`src/hdl/serial_command_frame_parser_core_assert.svh`:
```
// Assertion macros shared by the frame parser RTL.
// Needs a clock named clk and an active-low reset named rst_n in scope.
`ifndef SERIAL_COMMAND_FRAME_PARSER_CORE_ASSERT_SVH
`define SERIAL_COMMAND_FRAME_PARSER_CORE_ASSERT_SVH

// Same-cycle implication.
`define SCFP_ASSERT_IMPLY(label, ante, cons) \
  label: assert property (@(posedge clk) disable iff (!rst_n) (ante) |-> (cons)) \
    else $error("frame parser assertion failed");

// Next-cycle implication.
`define SCFP_ASSERT_NEXT(label, ante, cons) \
  label: assert property (@(posedge clk) disable iff (!rst_n) (ante) |=> (cons)) \
    else $error("frame parser assertion failed");

`endif

```
`src/hdl/scfp_pkg.sv`:
```
// Package for the serial command frame parser: phase and event codes,
// parser state and result types, protocol constants. No dependencies.
`default_nettype none

package scfp_pkg;

  localparam int unsigned BYTE_W  = 8;
  localparam int unsigned MAXLEN_W = 8;
  localparam int unsigned CFG_IDX_W = 1;
  localparam int unsigned CFG_DATA_W = 8;

  localparam logic [BYTE_W-1:0] CH_DOLLAR = 8'h24;
  localparam logic [BYTE_W-1:0] CH_M      = 8'h4D;
  localparam logic [BYTE_W-1:0] CH_LT     = 8'h3C;
  localparam logic [BYTE_W-1:0] CH_GT     = 8'h3E;

  localparam logic                RST_SERVER_MODE = 1'b1;
  localparam logic [MAXLEN_W-1:0] RST_MAX_LEN     = 8'd64;

  localparam logic [CFG_IDX_W-1:0] REG_SERVER_MODE = 1'd0;
  localparam logic [CFG_IDX_W-1:0] REG_MAX_LEN     = 1'd1;

  typedef enum logic [2:0] {
    PH_IDLE = 3'd0,
    PH_M    = 3'd1,
    PH_DIR  = 3'd2,
    PH_LEN  = 3'd3,
    PH_CMD  = 3'd4,
    PH_DATA = 3'd5
  } phase_t;

  typedef enum logic [2:0] {
    EV_IGNORED = 3'd0,
    EV_HEADER  = 3'd1,
    EV_PAYLOAD = 3'd2,
    EV_GOOD    = 3'd3,
    EV_BADSUM  = 3'd4,
    EV_TOOLONG = 3'd5
  } ev_code_t;

  typedef struct packed {
    phase_t            phase;
    logic [BYTE_W-1:0] frame_length;
    logic [BYTE_W-1:0] frame_command;
    logic [BYTE_W-1:0] byte_offset;
    logic [BYTE_W-1:0] checksum;
  } parse_state_t;

  typedef struct packed {
    ev_code_t          ev_code;
    logic [BYTE_W-1:0] payload_byte;
    logic [BYTE_W-1:0] payload_index;
    logic [BYTE_W-1:0] command_code;
    logic [BYTE_W-1:0] payload_length;
  } parse_result_t;

endpackage

`default_nettype wire

```
`src/hdl/scfp_step.sv`:
```
// Next-state and result logic of the frame parser for one received byte.
// Depends on scfp_pkg.
`default_nettype none

module scfp_step
  import scfp_pkg::*;
(
  input  parse_state_t        state_cur,
  input  logic [BYTE_W-1:0]   rx_byte,
  input  logic                server_mode,
  input  logic [MAXLEN_W-1:0] max_len,
  output parse_state_t        state_nxt,
  output parse_result_t       result
);

  logic [BYTE_W-1:0] dir_want;

  assign dir_want = server_mode ? CH_LT : CH_GT;

  always_comb begin
    state_nxt             = state_cur;
    result.ev_code        = EV_IGNORED;
    result.payload_byte   = '0;
    result.payload_index  = '0;
    result.command_code   = '0;
    result.payload_length = '0;

    case (state_cur.phase)
      PH_M: begin
        if (rx_byte == CH_M) begin
          state_nxt.phase = PH_DIR;
          result.ev_code  = EV_HEADER;
        end else begin
          state_nxt.phase = PH_IDLE;
        end
      end
      PH_DIR: begin
        if (rx_byte == dir_want) begin
          state_nxt.phase = PH_LEN;
          result.ev_code  = EV_HEADER;
        end
      end
      PH_LEN: begin
        if (rx_byte > max_len) begin
          state_nxt.phase       = PH_IDLE;
          result.ev_code        = EV_TOOLONG;
          result.payload_length = rx_byte;
        end else begin
          state_nxt.frame_length = rx_byte;
          state_nxt.byte_offset  = '0;
          state_nxt.checksum     = rx_byte;
          state_nxt.phase        = PH_CMD;
          result.ev_code         = EV_HEADER;
        end
      end
      PH_CMD: begin
        state_nxt.frame_command = rx_byte;
        state_nxt.checksum      = state_cur.checksum ^ rx_byte;
        state_nxt.phase         = PH_DATA;
        result.ev_code          = EV_HEADER;
      end
      PH_DATA: begin
        result.command_code   = state_cur.frame_command;
        result.payload_length = state_cur.frame_length;
        if (state_cur.byte_offset < state_cur.frame_length) begin
          result.ev_code        = EV_PAYLOAD;
          result.payload_byte   = rx_byte;
          result.payload_index  = state_cur.byte_offset;
          state_nxt.checksum    = state_cur.checksum ^ rx_byte;
          state_nxt.byte_offset = state_cur.byte_offset + 8'd1;
        end else begin
          result.ev_code  = (rx_byte == state_cur.checksum) ? EV_GOOD : EV_BADSUM;
          state_nxt.phase = PH_IDLE;
        end
      end
      default: begin
        if (rx_byte == CH_DOLLAR) begin
          state_nxt.phase = PH_M;
          result.ev_code  = EV_HEADER;
        end else if (rx_byte == CH_M) begin
          state_nxt.phase = PH_DIR;
          result.ev_code  = EV_HEADER;
        end else begin
          state_nxt.phase = PH_IDLE;
        end
      end
    endcase
  end

endmodule

`default_nettype wire

```
`src/hdl/serial_command_frame_parser_core.sv`:
```
// Serial command frame parser, top level. Uses scfp_pkg, scfp_step and the assert macros.
// A byte accepted on the input passes the input register, then the result register, before
// its result shows on out_valid; out_stall can hold it in the input register.
// Throughput: one byte per cycle while out_stall does not hold the output; the parser state updates in the same cycle.
// Reset (synchronous, rst_n low): parser idle, config back to server mode and
// max length 64, both stages empty.
`default_nettype none

module serial_command_frame_parser_core
  import scfp_pkg::*;
(
  input  logic                  clk,
  input  logic                  rst_n,

  input  logic                  cfg_wr_en,
  input  logic [CFG_IDX_W-1:0]  cfg_index,
  input  logic [CFG_DATA_W-1:0] cfg_data,

  input  logic                  in_valid,
  output logic                  in_stall,
  input  logic [BYTE_W-1:0]     in_rx_byte,

  output logic                  out_valid,
  input  logic                  out_stall,
  output logic [2:0]            out_event_res,
  output logic [BYTE_W-1:0]     out_payload_byte,
  output logic [BYTE_W-1:0]     out_payload_index,
  output logic [BYTE_W-1:0]     out_command_code,
  output logic [BYTE_W-1:0]     out_payload_length
);

`include "serial_command_frame_parser_core_assert.svh"

  logic                server_mode_r;
  logic [MAXLEN_W-1:0] max_len_r;

  logic                in_vld_r;
  logic [BYTE_W-1:0]   in_byte_r;

  parse_state_t        state_r;
  parse_state_t        state_nxt;
  parse_result_t       result_nxt;

  logic                out_vld_r;
  parse_result_t       out_res_r;

  logic                adv;

  assign adv      = in_vld_r && (!out_vld_r || !out_stall);
  assign in_stall = in_vld_r && !adv;

  always_ff @(posedge clk) begin
    if (!rst_n) begin
      server_mode_r <= RST_SERVER_MODE;
      max_len_r     <= RST_MAX_LEN;
    end else if (cfg_wr_en) begin
      case (cfg_index)
        REG_SERVER_MODE: server_mode_r <= cfg_data[0];
        REG_MAX_LEN:     max_len_r     <= cfg_data[MAXLEN_W-1:0];
        default: ;
      endcase
    end
  end

  always_ff @(posedge clk) begin
    if (!rst_n) begin
      in_vld_r <= 1'b0;
    end else if (!in_stall) begin
      in_vld_r <= in_valid;
    end
  end

  always_ff @(posedge clk) begin
    if (!in_stall) begin
      in_byte_r <= in_rx_byte;
    end
  end

  scfp_step u_step (
    .state_cur   (state_r),
    .rx_byte     (in_byte_r),
    .server_mode (server_mode_r),
    .max_len     (max_len_r),
    .state_nxt   (state_nxt),
    .result      (result_nxt)
  );

  always_ff @(posedge clk) begin
    if (!rst_n) begin
      state_r.phase         <= PH_IDLE;
      state_r.frame_length  <= '0;
      state_r.frame_command <= '0;
      state_r.byte_offset   <= '0;
      state_r.checksum      <= '0;
      out_vld_r             <= 1'b0;
    end else if (adv) begin
      state_r   <= state_nxt;
      out_vld_r <= 1'b1;
    end else if (!out_stall) begin
      out_vld_r <= 1'b0;
    end
  end

  always_ff @(posedge clk) begin
    if (adv) begin
      out_res_r <= result_nxt;
    end
  end

  assign out_valid          = out_vld_r;
  assign out_event_res      = 3'(out_res_r.ev_code);
  assign out_payload_byte   = out_res_r.payload_byte;
  assign out_payload_index  = out_res_r.payload_index;
  assign out_command_code   = out_res_r.command_code;
  assign out_payload_length = out_res_r.payload_length;

  `SCFP_ASSERT_IMPLY(a_data_offset_in_range, state_r.phase == PH_DATA,
                     state_r.byte_offset <= state_r.frame_length)
  `SCFP_ASSERT_IMPLY(a_payload_zero_off_event,
                     out_vld_r && out_res_r.ev_code != EV_PAYLOAD,
                     out_res_r.payload_byte == '0 && out_res_r.payload_index == '0)
  `SCFP_ASSERT_NEXT(a_adv_gives_result, adv, out_vld_r)

endmodule

`default_nettype wire
```
`config.mk`:
```
export PLATFORM = sky130hd
export DESIGN_NAME = serial_command_frame_parser_core
export DESIGN_NICKNAME = d
export VERILOG_FILES = /design/src/hdl/scfp_pkg.sv /design/src/hdl/scfp_step.sv /design/src/hdl/serial_command_frame_parser_core.sv
export VERILOG_INCLUDE_DIRS = /design/src /design/src/hdl
export SDC_FILE = /design/constraint.sdc
export NUM_CORES = 1
export LEC_CHECK = 0
export BUFFER_PORTS_ARGS = -buffer_cell sky130_fd_sc_hd__buf_4
export CAP_MARGIN = 20
export CORE_MARGIN = 5
export CORE_UTILIZATION = 25
export CTS_CLUSTER_SIZE = 12
export DETAILED_ROUTE_END_ITERATION = 7
export SLEW_MARGIN = 20
export SYNTH_ARGS = -nofsm -noshare
export SYNTH_HDL_FRONTEND = slang
export SYNTH_HIERARCHICAL = 1
export SYNTH_SLANG_ARGS = --single-unit
```
`constraint.sdc`:
```
create_clock -name clk -period 2.6 [get_ports clk]
set_input_delay 0.13 -clock clk [delete_from_list [all_inputs] [get_ports clk]]
set_output_delay 0.13 -clock clk [all_outputs]
set_load 0.005 [all_outputs]
```
==> reports/qor.yml <==
status: "finished clean"
drt_first_pass_iters: 4
io_pins: 59
synth_edf_count: 43
cp_slowest_cell: "o221a_1"
rrSetupSlack_ns: 0.20
antenna_found_initial: 0
cts_resized: 0
rows: 51
utilization_pct: 31.06
placed_area_um2: 5673
end_kind: "register"
layout_common_cells: "nand2_1, buf_4, dfxtp_1"
synth-async-reset-ratio_pct: 0
crit_path_max_incr_delay_ns: 0.43
drcViolationCount: 0
grt_max_degree: 71
crit_start: "in_byte_r[2]"
core_area_um2: 19530
fin_tns_setup_ns: 0
timing.rr.end: "state_r[14]"
crit_family: "compound AO/OA/AOI/OAI gates"
worstPathRequired_ns: 2.82
synth_cell_types: 53
syn_area_um2: 4970
grtUsageTotal_pct: 10.71
hold_viol_final: 0
cap_viol_max_count: 0
drv_slew: 0
synth_area_leaders: "edfxtp_1, dfxtp_1, nand2_1"
setup_viol_count_final: 0
p_leak_nw: 2.263
max-vdd-ir-drop_mv: 0.3009
numCtsBuffers: 9
seq_area_frac_synth_pct: 44.51
start_util_pct: 25.45
cp-endpoint: "state_r[14]"
drive_gt1_share_pct: 20.55
fmax_mhz: 417.2
rsz0062_at_grt: "false"
rr_startpoint: "in_byte_r[2]"
place.gp.congestion: 0.8221
crit_buf_inv: 0
min_period_ns: 2.397
cp_max_fo: 7
grt_pass1_wl_um: 19020
final_common_cell: "nand2_1"
path_depth: 8
start_kind: "register"
cts_tree: "done"
syn_inst: 514
die_area_um2: 22800
clk_path_buf_depth: 2
cp.arrival_ns: 2.62
criticalPathCategory: "reg -> reg"
io_buffers: 58
path_clk_slew_ns: 0.07
htreeDepth: 3
die_w_um: 151.0
ys.flop_type: "dfxtp_1"
cts.sinks: 89
viasPerCell: 4.508
root_buffer: "clkbuf_16"
hp-class: "in -> reg"
area.growth.synth_to_final_pct: 22.05
diodes: 0
nNetsFinal: 614
finalClockSkew_ns: 0.01109
ys_ff_latch: 89
post_synth.cell_area_avg_um2: 9.669
worst_slew_pin_slew_ns: 0.5718
dp_hpwl_um: 8105
design_area_um2: 6066
drtAntennaViolNets: 0
syn_nets: 554
clock_latency_ns: 0.35
wl_per_cell_um: 13.91
yosys.area.top_type: "edfxtp_1"
grt_overflow: 0
slew_headroom_pct: 61.53
grt_pass1_vias: 3555
via_count: 3805
period_share_pct: 92.19
die_h_um: 151.0
ff2ff_path_depth: 8
power.density_nw_per_um2: 513.0
synth_warnings: 6
synth_top_area_share_pct: 25.98
drt-initial-drc-count: 300
worstPathCellList: "ha_1 > and4b_4 > a211oi_2 > o221a_1 > nor2_1 > a211o_1 > nand2_1 > mux2i_1"
routed_wl_um: 11740
## sequential cells by signal (all words and copies together), names as in the netlist
name,cells
out_payload_length,8
server_mode_r,1
out_payload_index,8
out_command_code,8
in_vld_r,1
state_r,35
out_valid,1
in_byte_r,8
out_event_res,3
max_len_r,8
out_payload_byte,8
## metrics by stage
step / total power [mW] / hold slack, ns / setup slack, ns / cells
after floorplan: 1.703 / 0.2289 / 0.3675 / 514
after global placement: 1.809 / 0.3089 / 0.2830 / 819
after detailed placement: 1.811 / 0.3095 / 0.2035 / 819
after CTS: 3.163 / 0.009557 / 0.1953 / 844
after global routing: 3.242 / 0.01056 / 0.04910 / 844
final: 3.112 / 0.01709 / 0.2032 / 844
## area by class of cell
class,instances,area (µm²)
fill,2075,13460
sequential,89,2212
clock inverter,7,77.57
inverter,21,78.83
tap,265,331.6
clock buffer,9,225.2
multi-input combinational,365,2445
timing repair buffer,88,695.7
## worst min-delay path by stage
stage,startpoint,end,slack (ns),cells past startpoint
floorplan,in_rx_byte[0],in_byte_r[0],0.23,0
global placement,in_rx_byte[7],in_byte_r[7],0.31,1
detailed placement,in_rx_byte[7],in_byte_r[7],0.31,1
CTS,cfg_data[6],max_len_r[6],0.01,2
global route,cfg_data[6],max_len_r[6],0.01,2
finish,cfg_data[6],max_len_r[6],0.02,2
## layer usage
layer	vias to the layer above	part of all wire (%)	GRT usage, %
met5	-	0	0
met3	14	5.5	2.424
met4	0	2.1	4.397
li1	1947	-	-
met2	88	45	16.28
met1	1756	48	14.67
## cells by family (layout without fill, tap and decap cells)
logic type	count (synthesis)	count (layout)	share of synthesized area [%]
adder cells (fa/ha/maj)	18	18	4.532
XOR/XNOR	9	9	1.586
multiplexers	43	43	8.862
AO/OA/AOI/OAI	96	96	13.95
flip-flops	89	89	44.51
buffers and inverters	60	125	6.445
AND/OR/NAND/NOR	199	199	20.12
## cell usage after synthesis (4+ instances only)
cell type / instances
a211o_1: 7
a21bo_2: 7
a21oi_1: 17
a221o_1: 8
a22oi_1: 8
a31oi_1: 7
and2_1: 11
and3_1: 19
buf_2: 16
clkbuf_1: 15
dfxtp_1: 46
edfxtp_1: 43
ha_1: 18
inv_1: 19
mux2_2: 8
mux2i_1: 35
nand2_1: 101
nand2b_1: 10
nand3_1: 12
nand3b_1: 10
nand4_1: 4
nor2_1: 12
nor3_1: 4
o21a_1: 5
o21ai_0: 18
xnor2_1: 9
## timing repair
action                                 4_1_cts  5_1_grt
endpoints found under the hold margin        9        0
hold buffers                                 9        0
buffers inserted                             0        0
## where the power goes
group          internal (mW)  total, mW  switching, mW
clock                  0.753       1.33          0.574
sequential              1.51       1.52         0.0171
combinational          0.124      0.261          0.136
Note: power is estimated with default switching activity, not from simulation.
